### src/design/hsnd_pkg.sv
// Shared types, character constants and jamo lookup functions for the Hangul name decoder.
package hsnd_pkg;

    localparam int CHAR_W     = 7;
    localparam int PREFIX_LEN = 16;
    localparam int TAIL_MAX   = 7;
    localparam int COUNT_W    = 5;

    typedef logic [CHAR_W-1:0] t_char;
    typedef logic [4:0]        t_jamo_idx;

    typedef struct packed {
        logic                      ok;
        logic [2:0]                len;
        t_char [TAIL_MAX-1:0]      chars;
    } t_tail_view;

    typedef struct packed {
        logic      found;
        t_jamo_idx idx;
    } t_lookup;

    localparam t_char CH_NUL = 7'h00;
    localparam t_char CH_US  = 7'h5F;
    localparam t_char CH_A   = 7'h41;
    localparam t_char CH_B   = 7'h42;
    localparam t_char CH_C   = 7'h43;
    localparam t_char CH_D   = 7'h44;
    localparam t_char CH_E   = 7'h45;
    localparam t_char CH_G   = 7'h47;
    localparam t_char CH_H   = 7'h48;
    localparam t_char CH_I   = 7'h49;
    localparam t_char CH_J   = 7'h4A;
    localparam t_char CH_K   = 7'h4B;
    localparam t_char CH_L   = 7'h4C;
    localparam t_char CH_M   = 7'h4D;
    localparam t_char CH_N   = 7'h4E;
    localparam t_char CH_O   = 7'h4F;
    localparam t_char CH_P   = 7'h50;
    localparam t_char CH_R   = 7'h52;
    localparam t_char CH_S   = 7'h53;
    localparam t_char CH_T   = 7'h54;
    localparam t_char CH_U   = 7'h55;
    localparam t_char CH_W   = 7'h57;
    localparam t_char CH_Y   = 7'h59;

    localparam t_char PREFIX_TEXT [PREFIX_LEN] = '{
        CH_H, CH_A, CH_N, CH_G, CH_U, CH_L, CH_US,
        CH_S, CH_Y, CH_L, CH_L, CH_A, CH_B, CH_L, CH_E, CH_US
    };

    localparam logic [15:0] SYL_BASE   = 16'hAC00;
    localparam logic [4:0]  V_COUNT    = 5'd21;
    localparam logic [4:0]  T_COUNT    = 5'd28;
    localparam t_jamo_idx   NO_INITIAL = 5'd11;

    function automatic logic is_initial(input t_char c);
        logic r;
        unique case (c) inside
            CH_G, CH_N, CH_D, CH_R, CH_M, CH_B, CH_S,
            CH_J, CH_C, CH_K, CH_T, CH_P, CH_H: r = 1'b1;
            default:                            r = 1'b0;
        endcase
        return r;
    endfunction

    function automatic logic is_vowel(input t_char c);
        logic r;
        unique case (c) inside
            CH_A, CH_E, CH_I, CH_O, CH_U, CH_W, CH_Y: r = 1'b1;
            default:                                  r = 1'b0;
        endcase
        return r;
    endfunction

    // Doubled forms exist only for G, D, B, S and J.
    function automatic t_lookup initial_lookup(input t_char c, input logic dbl);
        t_lookup r;
        r.found = 1'b1;
        r.idx   = NO_INITIAL;
        unique case (c)
            CH_G:    r.idx = dbl ? 5'd1  : 5'd0;
            CH_N:    begin r.idx = 5'd2;  r.found = !dbl; end
            CH_D:    r.idx = dbl ? 5'd4  : 5'd3;
            CH_R:    begin r.idx = 5'd5;  r.found = !dbl; end
            CH_M:    begin r.idx = 5'd6;  r.found = !dbl; end
            CH_B:    r.idx = dbl ? 5'd8  : 5'd7;
            CH_S:    r.idx = dbl ? 5'd10 : 5'd9;
            CH_J:    r.idx = dbl ? 5'd13 : 5'd12;
            CH_C:    begin r.idx = 5'd14; r.found = !dbl; end
            CH_K:    begin r.idx = 5'd15; r.found = !dbl; end
            CH_T:    begin r.idx = 5'd16; r.found = !dbl; end
            CH_P:    begin r.idx = 5'd17; r.found = !dbl; end
            CH_H:    begin r.idx = 5'd18; r.found = !dbl; end
            default: r.found = 1'b0;
        endcase
        return r;
    endfunction

    function automatic t_lookup vowel_lookup(input logic [1:0] vlen, input t_char a,
                                             input t_char b, input t_char c);
        t_lookup r;
        t_char   bm;
        t_char   cm;
        bm      = (vlen >= 2'd2) ? b : CH_NUL;
        cm      = (vlen == 2'd3) ? c : CH_NUL;
        r.found = 1'b1;
        r.idx   = '0;
        unique case ({vlen, a, bm, cm})
            {2'd1, CH_A, CH_NUL, CH_NUL}: r.idx = 5'd0;
            {2'd2, CH_A, CH_E,   CH_NUL}: r.idx = 5'd1;
            {2'd2, CH_Y, CH_A,   CH_NUL}: r.idx = 5'd2;
            {2'd3, CH_Y, CH_A,   CH_E  }: r.idx = 5'd3;
            {2'd2, CH_E, CH_O,   CH_NUL}: r.idx = 5'd4;
            {2'd1, CH_E, CH_NUL, CH_NUL}: r.idx = 5'd5;
            {2'd3, CH_Y, CH_E,   CH_O  }: r.idx = 5'd6;
            {2'd2, CH_Y, CH_E,   CH_NUL}: r.idx = 5'd7;
            {2'd1, CH_O, CH_NUL, CH_NUL}: r.idx = 5'd8;
            {2'd2, CH_W, CH_A,   CH_NUL}: r.idx = 5'd9;
            {2'd3, CH_W, CH_A,   CH_E  }: r.idx = 5'd10;
            {2'd2, CH_O, CH_E,   CH_NUL}: r.idx = 5'd11;
            {2'd2, CH_Y, CH_O,   CH_NUL}: r.idx = 5'd12;
            {2'd1, CH_U, CH_NUL, CH_NUL}: r.idx = 5'd13;
            {2'd3, CH_W, CH_E,   CH_O  }: r.idx = 5'd14;
            {2'd2, CH_W, CH_E,   CH_NUL}: r.idx = 5'd15;
            {2'd2, CH_W, CH_I,   CH_NUL}: r.idx = 5'd16;
            {2'd2, CH_Y, CH_U,   CH_NUL}: r.idx = 5'd17;
            {2'd2, CH_E, CH_U,   CH_NUL}: r.idx = 5'd18;
            {2'd2, CH_Y, CH_I,   CH_NUL}: r.idx = 5'd19;
            {2'd1, CH_I, CH_NUL, CH_NUL}: r.idx = 5'd20;
            default:                      r.found = 1'b0;
        endcase
        return r;
    endfunction

    function automatic t_lookup final_lookup(input logic [2:0] rlen, input t_char a,
                                             input t_char b);
        t_lookup r;
        t_char   am;
        t_char   bm;
        am      = (rlen >= 3'd1) ? a : CH_NUL;
        bm      = (rlen >= 3'd2) ? b : CH_NUL;
        r.found = 1'b1;
        r.idx   = '0;
        unique case ({rlen, am, bm})
            {3'd0, CH_NUL, CH_NUL}: r.idx = 5'd0;
            {3'd1, CH_G,   CH_NUL}: r.idx = 5'd1;
            {3'd2, CH_G,   CH_G  }: r.idx = 5'd2;
            {3'd2, CH_G,   CH_S  }: r.idx = 5'd3;
            {3'd1, CH_N,   CH_NUL}: r.idx = 5'd4;
            {3'd2, CH_N,   CH_J  }: r.idx = 5'd5;
            {3'd2, CH_N,   CH_H  }: r.idx = 5'd6;
            {3'd1, CH_D,   CH_NUL}: r.idx = 5'd7;
            {3'd1, CH_L,   CH_NUL}: r.idx = 5'd8;
            {3'd2, CH_L,   CH_G  }: r.idx = 5'd9;
            {3'd2, CH_L,   CH_M  }: r.idx = 5'd10;
            {3'd2, CH_L,   CH_B  }: r.idx = 5'd11;
            {3'd2, CH_L,   CH_S  }: r.idx = 5'd12;
            {3'd2, CH_L,   CH_T  }: r.idx = 5'd13;
            {3'd2, CH_L,   CH_P  }: r.idx = 5'd14;
            {3'd2, CH_L,   CH_H  }: r.idx = 5'd15;
            {3'd1, CH_M,   CH_NUL}: r.idx = 5'd16;
            {3'd1, CH_B,   CH_NUL}: r.idx = 5'd17;
            {3'd2, CH_B,   CH_S  }: r.idx = 5'd18;
            {3'd1, CH_S,   CH_NUL}: r.idx = 5'd19;
            {3'd2, CH_S,   CH_S  }: r.idx = 5'd20;
            {3'd2, CH_N,   CH_G  }: r.idx = 5'd21;
            {3'd1, CH_J,   CH_NUL}: r.idx = 5'd22;
            {3'd1, CH_C,   CH_NUL}: r.idx = 5'd23;
            {3'd1, CH_K,   CH_NUL}: r.idx = 5'd24;
            {3'd1, CH_T,   CH_NUL}: r.idx = 5'd25;
            {3'd1, CH_P,   CH_NUL}: r.idx = 5'd26;
            {3'd1, CH_H,   CH_NUL}: r.idx = 5'd27;
            default:                r.found = 1'b0;
        endcase
        return r;
    endfunction

endpackage

### src/design/hangul_syllable_name_decode_core.sv
// Top level of the Hangul syllable name decoder: input stage, name state, tail parser and result register.
// The result register captures the result of a name as its last word leaves the input register.
// Throughput: one word per cycle; a result held on the output stalls only a last word.
// Only the last word of a name produces a result word; it is parsed as it leaves the input stage.
// Reset is synchronous and active low; it clears the handshake state and the per-name state.
module hangul_syllable_name_decode_core (
    input  logic        i_clk,
    input  logic        i_rst_n,
    input  logic        i_valid,
    output logic        o_stall,
    input  logic [15:0] i_ch,
    input  logic        i_last,
    output logic        o_valid,
    input  logic        i_stall,
    output logic        o_name_valid,
    output logic [15:0] o_code_point
);
    import hsnd_pkg::*;

    logic       s1_valid;
    t_char      s1_char;
    logic       s1_last;
    logic       out_free;
    logic       take;
    t_tail_view view;
    logic       p_valid;
    logic [15:0] p_code;

    logic        r_o_valid;
    logic        r_name_valid;
    logic [15:0] r_code_point;

    assign out_free = !r_o_valid || !i_stall;
    assign take     = s1_valid && (!s1_last || out_free);

    hsnd_in_stage u_in_stage (
        .i_clk      (i_clk),
        .i_rst_n    (i_rst_n),
        .i_valid    (i_valid),
        .i_ch       (i_ch),
        .i_last     (i_last),
        .o_stall    (o_stall),
        .i_take     (take),
        .o_s1_valid (s1_valid),
        .o_s1_char  (s1_char),
        .o_s1_last  (s1_last)
    );

    hsnd_name_track u_name_track (
        .i_clk   (i_clk),
        .i_rst_n (i_rst_n),
        .i_take  (take),
        .i_char  (s1_char),
        .i_last  (s1_last),
        .o_view  (view)
    );

    hsnd_tail_parse u_tail_parse (
        .i_view       (view),
        .o_name_valid (p_valid),
        .o_code_point (p_code)
    );

    always_ff @(posedge i_clk) begin
        if (!i_rst_n) begin
            r_o_valid <= 1'b0;
        end else if (out_free) begin
            r_o_valid <= s1_valid && s1_last;
        end
    end

    always_ff @(posedge i_clk) begin
        if (out_free && s1_valid && s1_last) begin
            r_name_valid <= p_valid;
            r_code_point <= p_code;
        end
    end

    assign o_valid      = r_o_valid;
    assign o_name_valid = r_name_valid;
    assign o_code_point = r_code_point;

endmodule

### src/design/hsnd_in_stage.sv
// Input register stage: case folds each incoming word and holds it until the core takes it.
module hsnd_in_stage (
    input  logic           i_clk,
    input  logic           i_rst_n,
    input  logic           i_valid,
    input  logic [15:0]    i_ch,
    input  logic           i_last,
    output logic           o_stall,
    input  logic           i_take,
    output logic           o_s1_valid,
    output hsnd_pkg::t_char o_s1_char,
    output logic           o_s1_last
);
    import hsnd_pkg::*;

    logic  r_valid;
    t_char r_char;
    logic  r_last;
    t_char n_char;

    // Only ASCII a..z fold; anything outside ASCII becomes zero.
    always_comb begin
        if (i_ch >= 16'h0080) begin
            n_char = CH_NUL;
        end else if (i_ch >= 16'h0061 && i_ch <= 16'h007A) begin
            n_char = i_ch[6:0] - 7'h20;
        end else begin
            n_char = i_ch[6:0];
        end
    end

    assign o_stall = r_valid && !i_take;

    always_ff @(posedge i_clk) begin
        if (!i_rst_n) begin
            r_valid <= 1'b0;
        end else if (!o_stall) begin
            r_valid <= i_valid;
        end
    end

    always_ff @(posedge i_clk) begin
        if (i_valid && !o_stall) begin
            r_char <= n_char;
            r_last <= i_last;
        end
    end

    assign o_s1_valid = r_valid;
    assign o_s1_char  = r_char;
    assign o_s1_last  = r_last;

endmodule

### src/design/hsnd_name_track.sv
// Per-name state: prefix check, character count, overflow flag and the buffered tail.
module hsnd_name_track (
    input  logic                i_clk,
    input  logic                i_rst_n,
    input  logic                i_take,
    input  hsnd_pkg::t_char     i_char,
    input  logic                i_last,
    output hsnd_pkg::t_tail_view o_view
);
    import hsnd_pkg::*;

    logic               r_prefix_ok;
    logic [COUNT_W-1:0] r_count;
    logic               r_too_long;
    t_char              r_tail [TAIL_MAX];

    logic               n_prefix_ok;
    logic [COUNT_W-1:0] n_count;
    logic               n_too_long;
    logic               in_prefix;
    logic               in_tail;
    logic [2:0]         slot;

    assign in_prefix = (r_count < COUNT_W'(PREFIX_LEN));
    assign in_tail   = (r_count >= COUNT_W'(PREFIX_LEN))
                    && (r_count < COUNT_W'(PREFIX_LEN + TAIL_MAX));
    assign slot      = r_count[2:0];

    always_comb begin
        n_prefix_ok = r_prefix_ok && !(in_prefix && (PREFIX_TEXT[r_count[3:0]] != i_char));
        n_too_long  = r_too_long || (r_count >= COUNT_W'(PREFIX_LEN + TAIL_MAX));
        n_count     = (r_count == '1) ? r_count : r_count + COUNT_W'(1);
    end

    // The view includes the word being taken, so the tail can be parsed in the same cycle.
    always_comb begin
        for (int k = 0; k < TAIL_MAX; k++) begin
            o_view.chars[k] = (in_tail && slot == 3'(k)) ? i_char : r_tail[k];
        end
        o_view.len = n_count[2:0];
        o_view.ok  = n_prefix_ok && !n_too_long
                  && (n_count > COUNT_W'(PREFIX_LEN))
                  && (n_count <= COUNT_W'(PREFIX_LEN + TAIL_MAX));
    end

    always_ff @(posedge i_clk) begin
        if (!i_rst_n) begin
            r_prefix_ok <= 1'b1;
            r_count     <= '0;
            r_too_long  <= 1'b0;
        end else if (i_take) begin
            if (i_last) begin
                r_prefix_ok <= 1'b1;
                r_count     <= '0;
                r_too_long  <= 1'b0;
            end else begin
                r_prefix_ok <= n_prefix_ok;
                r_count     <= n_count;
                r_too_long  <= n_too_long;
            end
        end
    end

    always_ff @(posedge i_clk) begin
        if (i_take && in_tail) begin
            r_tail[slot] <= i_char;
        end
    end

endmodule

### src/design/hsnd_tail_parse.sv
// Splits the tail into initial, vowel and final jamo and composes the syllable code point.
module hsnd_tail_parse (
    input  hsnd_pkg::t_tail_view i_view,
    output logic                 o_name_valid,
    output logic [15:0]          o_code_point
);
    import hsnd_pkg::*;

    t_char      tc [8];
    logic       has_init;
    logic       dbl;
    t_lookup    init_r;
    t_jamo_idx  li;
    logic [2:0] pos;
    logic [1:0] vlen;
    t_lookup    vow_r;
    logic [2:0] q;
    logic [2:0] rlen;
    t_lookup    fin_r;
    logic [8:0] lv;
    logic [13:0] syl;
    logic [15:0] cp;

    always_comb begin
        for (int k = 0; k < TAIL_MAX; k++) begin
            tc[k] = i_view.chars[k];
        end
        tc[7] = CH_NUL;

        has_init = is_initial(tc[0]);
        dbl      = (i_view.len > 3'd1) && (tc[1] == tc[0]);
        init_r   = initial_lookup(tc[0], dbl);
        li       = has_init ? init_r.idx : NO_INITIAL;
        pos      = has_init ? (dbl ? 3'd2 : 3'd1) : 3'd0;

        // The vowel is taken greedily.
        vlen = 2'd0;
        if (pos < i_view.len) begin
            vlen = 2'd1;
            if ((pos + 3'd1 < i_view.len) && is_vowel(tc[pos + 3'd1])) begin
                vlen = 2'd2;
                if ((pos + 3'd2 < i_view.len) && is_vowel(tc[pos + 3'd2])) begin
                    vlen = 2'd3;
                end
            end
        end
        vow_r = vowel_lookup(vlen, tc[pos], tc[pos + 3'd1], tc[pos + 3'd2]);

        q     = pos + 3'(vlen);
        rlen  = i_view.len - q;
        fin_r = final_lookup(rlen, tc[q], tc[q + 3'd1]);

        lv  = 9'(li) * 9'(V_COUNT) + 9'(vow_r.idx);
        syl = 14'(lv) * 14'(T_COUNT) + 14'(fin_r.idx);
        cp  = SYL_BASE + 16'(syl);

        o_name_valid = i_view.ok && (!has_init || init_r.found) && vow_r.found && fin_r.found;
        o_code_point = o_name_valid ? cp : 16'h0000;
    end

endmodule

### config.mk
export PLATFORM = sky130hd
export DESIGN_NAME = hangul_syllable_name_decode_core
export DESIGN_NICKNAME = d
export VERILOG_FILES = /design/src/design/hsnd_pkg.sv /design/src/design/hangul_syllable_name_decode_core.sv /design/src/design/hsnd_in_stage.sv /design/src/design/hsnd_name_track.sv /design/src/design/hsnd_tail_parse.sv
export SDC_FILE = /design/constraint.sdc
export NUM_CORES = 1
export LEC_CHECK = 0
export BUFFER_PORTS_ARGS = -buffer_cell sky130_fd_sc_hd__buf_4
export CAP_MARGIN = 10
export CORE_MARGIN = 5
export CORE_UTILIZATION = 45
export DETAILED_ROUTE_END_ITERATION = 8
export GPL_TIMING_DRIVEN = 0
export PLACE_DENSITY_LB_ADDON = 0.12
export REMOVE_ABC_BUFFERS = 1
export SLEW_MARGIN = 20
export SYNTH_ARGS = -nofsm -noshare
export SYNTH_HDL_FRONTEND = slang
export SYNTH_SLANG_ARGS = --single-unit
### constraint.sdc
create_clock -name i_clk -period 16.4 [get_ports i_clk]
set_input_delay 0.82 -clock i_clk [delete_from_list [all_inputs] [get_ports i_clk]]
set_output_delay 0.82 -clock i_clk [all_outputs]
set_load 0.01 [all_outputs]
* Yosys cells after proc, flatten, opt, wreduce, memory -nomap -nowiden
Memory sizes are Yosys's and may differ from the RTL's. Cells that the tools add are included.
Word-level totals: register bits after elaboration 34, latch bits 0, bits in writable memories 49, ROM bits 112, input port bits 21, output and inout port bits 19, logic and storage cells 243, memories kept 2
Operators by class: add/sub/neg operators 10, $mul 2, divide/modulo/power cells 0, magnitude comparators 22, equality and inequality tests 85, shift-type cells 0, muxes and demuxes 58, bitwise logic cells 6, reductions and logical operators 49
Memories:
- (name not given) | words 16, width 7, read ports 1, clocked after Yosys merged registers in 0, wr ports 0, RTL line hsnd_name_track.sv:30 | n_prefix_ok = r_prefix_ok && !(in_prefix && (PREFIX_TEXT[r_count[3:0]] != i_char));
- u_name_track.r_tail | words 7, width 7, read ports 7, clocked after Yosys merged registers in 0, wr ports 1, RTL line hsnd_name_track.sv:15 | t_char r_tail [TAIL_MAX];
Operators by type and width (number):
- $eq 23x23->1 const B | 16
- $eq 17x16->1 const B | 14
- $eq 17x15->1 const B | 13
- $eq 7x7->1 const B | 27
- $mux 7 | 24
- $pmux 5 s27 | 1
- $eq 23x22->1 const B | 5
- $bmux 7 s3 | 5
- $pmux 5 s20 | 1
- $pmux 5 s13 | 1
- $reduce_or 28->1 | 1
- $logic_and 1x1->1 | 27
- $reduce_or 21->1 | 1
- $ge 4x4->1 const B | 5
- $not 3->4 | 5
- $logic_not 17->1 | 1
- $add 16x14->16 const A | 1
- $ge 16x7->1 const B | 1
- $ge 16x8->1 const B | 1
- $le 16x7->1 const B | 1
- $ge 5x5->1 const B | 3
- $mux 1 | 15
- $mux 5 | 3
- $add 14x5->14 | 1
- 36 further kinds | 59

* Logic depth before layout (Yosys ltp)
Gate-level depths: netlist of run 1.
depth after elaboration 35, mapped depth 52, gate-level depth less buffers 42

* By module
A second synthesis of run 1 with hierarchy kept.
Unflattened totals: cells, all modules 1048, area, all modules 9432.8 um^2
By module, submodules not included:
- hsnd_tail_parse | times used 1, cells each 780, area an instance 5540.3 um^2
- hsnd_name_track | times used 1, cells each 214, area an instance 2904.0 um^2
- hangul_syllable_name_decode_core | times used 1, cells each 24, area an instance 564.3 um^2
- hsnd_in_stage | times used 1, cells each 30, area an instance 424.2 um^2

* Worst setup path before layout of run 1
No wires, ideal clock.
kind flip-flop to flip-flop, start register u_name_track.r_count[0], end register r_code_point[14] (netlist: o_code_point[14]), data pin, library setup time 0.259 ns, arrival time 9.630 ns, required time 16.141 ns, slack 6.512 ns, cell stages (with the launch flop) 51, buffers on the path 9, clock period less this slack 9.888 ns, path through dfxtp_1 -> clkbuf_1 -> inv_1 -> ha_1 -> nand4bb_1 -> buf_6 -> mux2i_4 -> mux2_2 -> nor2_1 -> and4_1 -> buf_4 -> inv_4 -> buf_4 -> buf_6 -> buf_2 -> ha_1 -> o21ai_0 -> nand3b_1 -> [15 not listed] -> buf_1 -> a211oi_1 -> nor3b_1 -> a21oi_1 -> o22a_1 -> o311a_1 -> o21ai_0 -> ha_1 -> a21o_1 -> a21oi_1 -> nor2_1 -> and3_1 -> nand3_1 -> xor2_1 -> ha_1 -> nor2_1 -> o21ai_0 -> a21oi_1
Between the ends: cells in the longest elaborated chain, start to end 33, elaborated cells between the ends (all ways) 202, those cells by class add/sub (9); mul (2); order compare (13); eq/ne (85); mux (52); bitwise (6); reduce/logical (34); memory (1)
RTL lines:
- start, declared | RTL line hsnd_name_track.sv:13 | logic [COUNT_W-1:0] r_count;
- start signal, assigned | RTL line hsnd_name_track.sv:58 | r_count <= n_count;
- branches (longest 33 deep; another with $ge 5x5->1)
- end signal, assigned | RTL line hangul_syllable_name_decode_core.sv:75 | r_code_point <= p_code;
- end, declared | RTL line hangul_syllable_name_decode_core.sv:31 | logic [15:0] r_code_point;
Several ways; the timed one is not identified. The select of a mux whose other input is x is not followed. A chain may end at the register's enable or synchronous reset.

* Final worst setup path of run 1
start register u_name_track.r_count[1], end register r_code_point[14] (netlist: o_code_point[14]), data pin
Same word-level chain as after synthesis.

==> metrics.txt, run 1 <==
largest net degree at the start of global routing=52; highest routing layer actually used=met4; Die Span X=162 um; time the worst path needs with I/O delays and setup=13.92 ns; tightest hold margin=~0.50 ns; number of nets still failing antenna checks after routing=0; count of H-tree levels built during CTS=3; flop and latch count out of synthesis=83; cell count after synthesis=around 1200; sequential share of the synthesized area=a little under a quarter; post-cts repair resize count=0; worst rel slew slack=19.5%; sort of element at the start of the critical path=flop; maximum VDD drop=0.0522 mV; Met1 Routed Length=14200 um; origin of the critical flop-to-flop path=u_name_track.r_count[1]; class of the tightest hold or removal check=reg2reg; distinct cell type count after synthesis=107; number of sinks on the clock net=between 80 and 90; ratio of total power to cell area=46.6 mW/mm^2; clock-pin transition on the worst setup and hold timing paths=0.08 ns; DRT iter0 DRCs=~1200; y dimension of the die=162 um; fraction of layout cells with a size suffix above 1=11.8%; DP Cell Count=around 1500; TNS Setup=0 ns; arrival time of data at the critical path endpoint=14.00 ns; drc violations=0; # nets final=1295; Initial DRT Pass Iterations=6; Hold EP=u_name_track.r_too_long; EDFF count, synth=74; count of synthesis-stage warnings from yosys=0; Async SR Flop Fraction=0%; Worst R2R Setup Slack=2.48 ns; I/O pin count=40; outcome=finished clean; DR vias=between 10000 and 15000; total power=0.515 mW; final standard cell count with taps included and fillers excluded=1495; final number of setup-violating endpoints=0; commonest register cell after synthesis=edfxtp_1; Most common cell on crit path=nor2_1; cell with the largest stage delay on the worst path=fa_1; routed length on met3=2760 um; Least-Margin Pin Slew=around 1.2 ns; required time worst endpoint=16.48 ns; clk_skew=between 0.015 and 0.02 ns; count of antenna diodes in the layout=0; fillers=roughly 2200; via-per-instance ratio=between 6 and 7; Maximum Capacitance Violations=0; global-route usage over all layers=roughly a quarter; clock tree from TritonCTS=done; leakage power figure=4.16 nW; die footprint=0.0263 mm^2; global-route wire length before repair=52500 um; worst-case clock buffer depth=2; delay-heaviest family, CP=simple AND/OR/NAND/NOR gates; terminus of the critical flop-to-flop path=o_code_point[14]; Setup CP Type=reg2reg; share of the synthesized area in the top cell type=21.4%; kind of end point of the critical path=flop; maximum clock frequency=71.9 MHz; initial antenna violation count=0; total congestion overflow after global routing=0; area added between synthesis and finish=6.30%; Slowest Stage Delay on Critical Path=1.15 ns; Syn Area/Cell=8.44 um^2; count of hold-fix buffers inserted at cts=0; buffer count from post-CTS setup fixing=0; leading area contributor after synthesis=edfxtp_1; clock latency at the later pin of the worst-skew pair=0.37 ns; number of standard-cell rows in the floorplan=55; Critical Path Fanout Max=37; setup repair after global routing missed its margin=false; Mapped Area=approximately 0.010 mm^2; Routed WL per cell=22.5 um; worst r2r path cells=40; area of the core region=0.0227 mm^2; number of global-route vias before repair=9476; effective utilization at floorplan=about 46%; startpoint of the worst hold path=u_name_track.r_too_long; final hold viol count=0; Routed Wire Length=33600 um; Critical Path Stages=40; number of buffers added by the clock tree synthesis step=9; met2 routed wirelength=about 15000 um; number of buffer and inverter instances along the worst setup path=3; total of buffers placed on input and output ports=39; GP Congestion=0.980; CTS Root Buffer Type=clkbuf_16; final cycle utilization of the critical path=84.9%; hold depth=2; max-slew violation count=0; Detail Placement HPWL=24800 um; dominant cells by area after synthesis=edfxtp_1, ha_1, a21oi_1, mux2i_1, nand2_1
layout make-up:
class	count	area (um^2)	share of cell area, %
multi-input combinational	995	7360	66.5
tap	285	357	3.22
inverter	73	277	2.50
sequential	83	2400	21.7
clock buffer	9	225	2.04
clock inverter	7	76.3	0.690
timing repair buffer	43	367	3.31
state kept, by name, summed over array words and instances, names as in the netlist:
| name | count |
|---|---|
| o_name_valid | 1 |
| u_name_track.r_tail | 49 |
| o_code_point | 16 |
| o_valid | 1 |
| u_name_track.r_too_long | 1 |
| u_name_track.r_count | 5 |
| u_in_stage.o_s1_char | 7 |
| u_in_stage.o_s1_last | 1 |
| u_name_track.r_prefix_ok | 1 |
| u_in_stage.o_s1_valid | 1 |
kinds of logic after synthesis:
kind of cell / count (synthesis) / synth area share [%]
simple gates: 447 / 23.3
compound gates: 359 / 25.0
buf+inv: 155 / 6.79
flops: 83 / 23.1
mux: 70 / 8.22
fa+ha+maj: 69 / 9.31
xor+xnor: 50 / 4.28
layer usage:
metal  GRT usage (%)  vias to the layer above
met5               0                        -
met4            9.30                        0
met3            4.24                       80
met2            40.5                      480
met1            33.5                     4800
li1                -                     4641
cells in the mapped netlist (9+ instances only):
cell / number
a211oi_1: 17
a21o_1: 18
a21oi_1: 82
a221oi_1: 9
a311oi_1: 13
a31oi_1: 28
and2_1: 21
and3_1: 13
buf_2: 19
clkbuf_1: 41
dfxtp_1: 9
edfxtp_1: 74
fa_1: 14
ha_1: 55
inv_1: 70
mux2_2: 16
mux2i_1: 38
nand2_1: 93
nand2b_1: 12
nand3_1: 41
nand4_1: 22
nor2_1: 91
nor2b_1: 21
nor3_1: 36
nor3b_1: 10
nor4_1: 21
o211ai_1: 18
o21ai_0: 45
o21bai_1: 9
o31ai_1: 11
xnor2_1: 35
xor2_1: 14
metrics by stage:
step / utilization [%] / cell area, um^2 / setup WS (ns)
4_1_cts: 48.7 / 11100 / 2.87
6_report: 48.7 / 11100 / 2.48
3_3_place_gp: 46.8 / 10600 / 1.73
3_5_place_dp: 47.4 / 10800 / 2.91
5_1_grt: 48.7 / 11100 / 1.92
2_1_floorplan: - / 9980 / 5.44
where the power goes:
part | internal, mW | total (mW) | switching [mW]
clock network | 0.108 | 0.214 | 0.105
registers | 0.231 | 0.237 | 0.00596
logic | 0.0236 | 0.0649 | 0.0412
worst reg2reg max path, delay by kind of cell (launching register included):
kind            cells  cell delay (ns)
buf+inv             3             1.29
mux                 2             1.04
simple gates       15             4.20
flops               1             0.45
compound gates     12             2.50
fa+ha+maj           7             3.92
xor+xnor            1             0.22
cells in the final DEF, fill, tap and decap left out, types with 34 or more instances in the layout:
cell and instances:
nand2_1 93, nor2_1 91, a21oi_1 81, edfxtp_1 74, inv_1 70, ha_1 54, o21ai_0 45, nand3_1 41
buf_4 40, mux2i_1 38, nor3_1 35, xnor2_1 34
worst max-delay path by stage:
stage                                       start                to  slack [ns]
after global placement    u_name_track.r_count[1]  o_code_point[14]        1.73
final                     u_name_track.r_count[1]  o_code_point[14]        2.48
after CTS                 u_name_track.r_count[1]  o_code_point[13]        2.87
after detailed placement  u_name_track.r_count[1]  o_code_point[14]        2.91
after global routing      u_name_track.r_count[1]  o_code_point[14]        1.92
after floorplan           u_name_track.r_count[1]  o_code_point[14]        5.44
Note: power is estimated with default switching activity, not from simulation.
==> run 2: changes to the inputs <==
- clock period: 16.4 -> 14.2 ns (I/O delays scaled with it)
==> run 2 against run 1 <==
Clock power up 14%. Non-clock buffer count stayed put. Critical path depth stayed put. Via count is 0.35% higher. Final area rose by 0.12%. First-iteration DRC count down 11%. Count of clock-buffer cells in the layout unchanged.
==> metrics.txt, run 2 (synthesis results as in run 1) <==
commonest non-fill, non-tap cells in the layout=nand2_1, nor2_1, a21oi_1; delay-heaviest family, CP=simple AND/OR/NAND/NOR gates; fillers=2242 (-0.045%); worst setup slack before clock tree synthesis=0.709 ns (-2.20 ns); DRT iter0 DRCs=1021 (-11%); count of antenna diodes in the layout=0 (unchanged); number of buffers added by the clock tree synthesis step=9 (unchanged); Hold EP=u_name_track.r_too_long; post-route core utilization=48.8% (+0.061 points); worst-case clock buffer depth=2 (unchanged); TNS Setup=0 ns (unchanged); outcome=finished clean; final standard cell count with taps included and fillers excluded=1495 (unchanged); leakage power figure=4.17 nW (+0.29%); Storage cell area=0.00240 mm^2 (unchanged); design area=0.0111 mm^2 (+0.12%); cell area after placement=0.0108 mm^2 (unchanged); Least-Margin Pin Slew=1.25 ns (+0.0754 ns); number of nets still failing antenna checks after routing=0 (unchanged); Routed Wire Length=33500 um (-0.16%); switching power summed over all nets=0.174 mW (+14%); DR vias=10000 (+0.35%); Slowest Stage Delay on Critical Path=1.16 ns (about the same); area of the multi-input gates=0.00737 mm^2 (+0.19%); fraction of layout cells with a size suffix above 1=11.9% (+0.083 points); CTS Root Buffer Type=clkbuf_16; terminus of the critical flop-to-flop path=o_code_point[14]; total of buffers placed on input and output ports=39 (unchanged); effective utilization at floorplan=45.8% (unchanged); origin of the critical flop-to-flop path=u_name_track.r_count[1]; time the worst path needs with I/O delays and setup=13.24 ns (-0.678 ns); fraction of power consumed by combinational cells=12.5% (about the same); register with the most flip-flops=u_name_track.r_tail; startpoint of the worst hold path=u_name_track.r_too_long; commonest non-fill, non-tap cell in the layout=nand2_1; total power=0.592 mW (+15%); clock tree from TritonCTS=done; Die Span X=162 um (unchanged); internal power contribution=0.419 mW (+15%); drc violations=0 (unchanged); initial antenna violation count=0 (unchanged); Most common cell on crit path=nor2_1; count of hold-fix buffers inserted at cts=0 (unchanged); Critical Path Stages=40 (unchanged); Worst R2R Setup Slack=0.96 ns (-1.52 ns); clock latency at the later pin of the worst-skew pair=0.37 ns (about the same); area of the core region=0.0227 mm^2 (unchanged); global-route usage over all layers=24.9% (unchanged); Clock power frac=41.4% (about the same); Initial DRT Pass Iterations=6 (unchanged); area added between synthesis and finish=6.43%; worst r2r path cells=40 (unchanged); max-slew violation count=0 (unchanged); GP Congestion=0.980 (unchanged); number of standard-cell rows in the floorplan=55 (unchanged); kind of end point of the critical path=flop; clk_skew=0.0182 ns (-0.00139 ns); via-per-instance ratio=6.71 (+0.35%); Critical Path Fanout Max=37 (unchanged); tightest hold margin=0.492 ns (-0.00676 ns); max FFs per register=49 (unchanged); switching part of the total power=29.3% (-0.24 points); die footprint=0.0263 mm^2 (unchanged); Setup CP Type=reg2reg; number of buffer and inverter instances along the worst setup path=3 (unchanged); global-route wire length before repair=52500 um (unchanged); largest net degree at the start of global routing=52 (unchanged); number of sinks on the clock net=83 (unchanged); number of global-route vias before repair=9476 (unchanged); ratio of total power to cell area=53.5 mW/mm^2 (+15%); total congestion overflow after global routing=0 (unchanged); setup repair after global routing missed its margin=false; sequential fraction of design power=46.1% (about the same); maximum clock frequency=75.5 MHz (+5.1%); final number of setup-violating endpoints=0 (unchanged); sort of element at the start of the critical path=flop; count of H-tree levels built during CTS=3 (unchanged); Worst Setup Slack, final=0.962 ns (-1.52 ns); Maximum Capacitance Violations=0 (unchanged); Routed WL per cell=22.4 um (-0.16%); required time worst endpoint=14.28 ns (-2.20 ns); # nets final=1295 (unchanged); class of the tightest hold or removal check=reg2reg; buffer count from post-CTS setup fixing=0 (unchanged); Detail Placement HPWL=24800 um (unchanged); DP Cell Count=1479 (unchanged); I/O pin count=40 (unchanged); clock-pin transition on the worst setup and hold timing paths=0.08 ns (about the same); hold depth=2 (unchanged); worst rel slew slack=14.3% (-5.2 points); y dimension of the die=162 um (unchanged); maximum VDD drop=0.0601 mV (+15%); cell with the largest stage delay on the worst path=fa_1; final hold viol count=0 (unchanged); arrival time of data at the critical path endpoint=13.31 ns (-0.69 ns); final cycle utilization of the critical path=93.2% (+8.4 points)
run 2: cell count changes in the layout (fill, tap and decap cells not counted):
cell	before	now
ha_1	54	53
ha_2	1	2
nand4bb_2	1	0
nand4bb_4	0	1
run 2: per-layer routing:
metal	wire, um	up-vias	global-route usage (%)
met4	1240	0	9.30
met3	2790	84	4.24
met5	0	-	0
met2	15400	516	40.5
met1	14100	4793	33.5
li1	-	4643	-
run 2: area by class of cell:
cell class / instances / area share, %
clock inverter: 7 / 0.689
clock buffer: 9 / 2.03
sequential: 83 / 21.7
timing repair buffer: 43 / 3.31
multi-input combinational: 995 / 66.6
tap: 285 / 3.22
inverter: 73 / 2.50
run 2: worst register-to-register path: cells and delay by family (launching register included):
kind,cells,cell delay [ns]
xor+xnor,2,0.37
buf+inv,3,1.25
mux,1,0.52
simple gates,16,4.95
flops,1,0.45
fa+ha+maj,7,3.54
compound gates,11,1.87
run 2: how the worst max path moves through the flow:
stage                             from               end  slack (ns)
3_3_place_gp   u_name_track.r_count[1]  o_code_point[14]       -0.47
6_report       u_name_track.r_count[1]  o_code_point[14]        0.96
5_1_grt        u_name_track.r_count[1]  o_code_point[14]        0.19
2_1_floorplan  u_name_track.r_count[1]  o_code_point[14]        3.24
4_1_cts        u_name_track.r_count[1]  o_code_point[13]        0.67
3_5_place_dp   u_name_track.r_count[1]  o_code_point[14]        0.71
run 2: power groups by stage:
| stage | combinational, mW | clock (mW) | sequential [mW] |
|---|---|---|---|
| floorplan | 0.0462 | 0 | 0.276 |
| global placement | 0.0691 | 0 | 0.280 |
| detailed placement | 0.0724 | 0 | 0.279 |
| CTS | 0.0726 | 0.250 | 0.273 |
| global route | 0.0799 | 0.256 | 0.274 |
| finish | 0.0742 | 0.245 | 0.273 |
run 2: what timing repair did:
item	4_1_cts	5_1_grt
endpoints found under the setup margin	0	4
gates resized for setup	0	2
endpoints found under the hold margin	0	0
==> run 3: changes to the inputs <==
- SYNTH_HIERARCHICAL: unset -> 1
==> run 3 against run 2 <==
Flip-flop and latch count stayed put. Worst hold slack improved by 0.020 ns. Core utilization is 0.25 points lower. Fmax rose by 4.7%. Non-clock buffer count shrank 3. Synthesized cell count decreased by 15%. Sequential share of layout area is 2.1 points higher. Critical path type unchanged. Critical endpoint is now o_code_point[13]. Highest routed layer unchanged.
==> metrics.txt, run 3 <==
commonest non-fill, non-tap cell in the layout=nor2_1; count of hold-fix buffers inserted at cts=0 (unchanged); cell count after synthesis=1048 (-15%); global-route usage over all layers=21.7% (-3.3 points); Most Used Layer, Global Route=met2; leading area contributor after synthesis=edfxtp_1; sequential share of the synthesized area=25.5% (+2.4 points); y dimension of the die=155 um (-4.5%); effective utilization at floorplan=45.3% (-0.52 points); count of synthesis-stage warnings from yosys=6 (+6); flop and latch count out of synthesis=83 (unchanged); die footprint=0.0240 mm^2 (-8.8%); number of sinks on the clock net=83 (unchanged); DRT iter0 DRCs=775 (-24%); Clock power frac=41.0% (-0.4 points); outcome=finished clean; global-route wire length before repair=42100 um (-20%); Async SR Flop Fraction=0% (unchanged); setup repair after global routing missed its margin=false; area fraction in and, or, nand and nor cells after synthesis=21.5% (-1.9 points); global-route track usage on met3=2.94% (-1.3 points); sequential fraction of design power=47.7% (+1.6 points); Initial DRT Pass Iterations=5 (-1); number of standard-cell rows in the floorplan=53 (-3.6%); commonest cells in the synthesized netlist=nor2_1, edfxtp_1, inv_1; Maximum Capacitance Violations=0 (unchanged); post-cts repair resize count=0 (unchanged); final number of setup-violating endpoints=0 (unchanged); number of nets still failing antenna checks after routing=0 (unchanged); final hold viol count=0 (unchanged); ratio of total power to cell area=56.8 mW/mm^2 (+6.2%); final cycle utilization of the critical path=89.0% (-4.2 points); clock latency at the later pin of the worst-skew pair=0.35 ns (-0.02 ns); switching part of the total power=27.0% (-2.4 points); kind of end point of the critical path=flop; number of buffers added by the clock tree synthesis step=9 (unchanged); largest net degree at the start of global routing=39 (-25%); max FFs per register=49 (unchanged); dominant cells by area after synthesis=edfxtp_1, ha_1, mux2_2, mux4_2, nor2_1; switching power summed over all nets=0.155 mW (-11%); share of the synthesized netlist area taken by xor and xnor gates=3.94% (-0.34 points); internal power contribution=0.419 mW (about the same); Least-Margin Pin Slew=1.07 ns (-0.175 ns); maximum clock frequency=79.1 MHz (+4.7%); cell area after placement=0.00980 mm^2 (-8.9%); Routed Wire Length=26400 um (-21%); DR vias=8276 (-18%); total congestion overflow after global routing=0 (unchanged); post-synthesis adder-cell area fraction=10.7% (+1.4 points); register with the most flip-flops=u_name_track/r_tail; via-per-instance ratio=6.27 (-6.5%); fraction of synthesized area in multiplexers=12.2% (+4.0 points); area of the multi-input gates=0.00649 mm^2 (-12%); Storage cell area=0.00240 mm^2 (about the same); Die Span X=155 um (-4.5%); # nets final=1132 (-13%); initial antenna violation count=0 (unchanged); commonest register cell after synthesis=edfxtp_1; worst rel slew slack=27.7% (+13 points); post-route core utilization=48.5% (-0.25 points); count of antenna diodes in the layout=0 (unchanged); synthesized-area fraction occupied by ao, oa, aoi and oai cells=20.3% (-4.6 points); Setup CP Type=reg2reg; arrival time of data at the critical path endpoint=12.72 ns (-0.59 ns); Routed WL per cell=20.0 um (-11%); fraction of power consumed by combinational cells=11.4% (-1.1 points); commonest non-fill, non-tap cells in the layout=nor2_1, edfxtp_1, inv_1; fraction of layout cells with a size suffix above 1=18.4% (+6.5 points); drc violations=0 (unchanged); clk_skew=0.00821 ns (-0.0100 ns); clock tree from TritonCTS=done; met1 Use GR=31.4% (-2.1 points); TNS Setup=0 ns (unchanged); area of the core region=0.0208 mm^2 (-8.3%); cell with the largest stage delay on the worst path=fa_1; area added between synthesis and finish=7.11%; max-slew violation count=0 (unchanged); class of the tightest hold or removal check=reg2reg; buffer count from post-CTS setup fixing=0 (unchanged); sort of element at the start of the critical path=flop; time the worst path needs with I/O delays and setup=12.64 ns (-0.599 ns); total of buffers placed on input and output ports=39 (unchanged); required time worst endpoint=14.28 ns (about the same); design area=0.0101 mm^2 (-8.8%); Detail Placement HPWL=19800 um (-20%); number of global-route vias before repair=7855 (-17%); fillers=2033 (-9.3%); total power=0.574 mW (-3.2%); Slowest Stage Delay on Critical Path=0.98 ns (-0.18 ns); Critical Path Fanout Max=29 (-22%); EDFF count, synth=74 (unchanged); main combinational cell family by area after synthesis=simple AND/OR/NAND/NOR gates; share of the synthesized area in the top cell type=23.6% (+2.2 points); clock-pin transition on the worst setup and hold timing paths=0.07 ns (about the same); tightest hold margin=0.513 ns (+0.0205 ns); GP Congestion=0.910 (-7.2%); CTS Root Buffer Type=clkbuf_16; I/O pin count=40 (unchanged); worst-case clock buffer depth=2 (unchanged); most frequently used cell type in the post-synthesis netlist=nor2_1; Worst R2R Setup Slack=1.56 ns (+0.60 ns); count of H-tree levels built during CTS=3 (unchanged); leakage power figure=3.65 nW (-12%); maximum VDD drop=0.0502 mV (-16%); Syn Area/Cell=9.00 um^2 (+6.6%); Mapped Area=0.00943 mm^2 (-9.4%); distinct cell type count after synthesis=99 (-7.5%); met2 layer usage reported by global route=33.4% (-7.2 points)
==> run 3: area by class of cell <==
class | count | area share [%]
clock buffer | 9 | 2.23
clock inverter | 7 | 0.755
inverter | 70 | 2.60
multi-input combinational | 835 | 64.2
sequential | 83 | 23.8
tap | 275 | 3.41
timing repair buffer | 40 | 3.01
==> run 3: worst paths after layout <==
check | cells past startpoint | to | startpoint
min reg2reg | 2 | o_valid | o_valid
min | 2 | o_valid | o_valid
max | 39 | o_code_point[13] | u_name_track/r_count[2]
max reg2reg | 39 | o_code_point[13] | u_name_track/r_count[2]
==> run 3: cells by family (layout without fill, tap and decap cells) <==
| kind of cell | count (synthesis) | in the layout |
|---|---|---|
| other | 1 | 1 |
| muxes | 88 | 88 |
| adders and majority gates | 72 | 72 |
| DFF | 83 | 83 |
| buffers and inverters | 130 | 126 |
| xor gates and xnor gates | 40 | 40 |
| and+or+nand+nor | 365 | 365 |
| AOI/OAI and AO/OA | 269 | 269 |
==> run 3: power by group through the flow <==
stage,clock (mW),sequential (mW),combinational (mW)
3_3_place_gp,0,0.279,0.0632
2_1_floorplan,0,0.277,0.0440
5_1_grt,0.256,0.274,0.0707
3_5_place_dp,0,0.279,0.0638
4_1_cts,0.243,0.274,0.0640
6_report,0.235,0.273,0.0651
==> run 3: critical path: cells and delay by family, from the launching register on <==
family	cells	cell delay [ns]
AOI/OAI and AO/OA	9	1.71
xor gates and xnor gates	3	0.58
adders and majority gates	6	2.66
buffers and inverters	3	0.48
DFF	1	0.79
muxes	1	0.47
and+or+nand+nor	17	5.66
==> run 3: metal layers <==
metal / wire length (um) / up-vias
met5: 0 / -
met4: 749 / 0
met3: 1760 / 52
met2: 11700 / 331
met1: 12200 / 3948
li1: - / 3945
==> run 3: per-stage QoR <==
stage	cells	setup WS, ns
after floorplan	988	4.03
after global placement	1302	1.60
after detailed placement	1303	1.88
after CTS	1319	1.83
after global routing	1319	0.722
final	1319	1.56
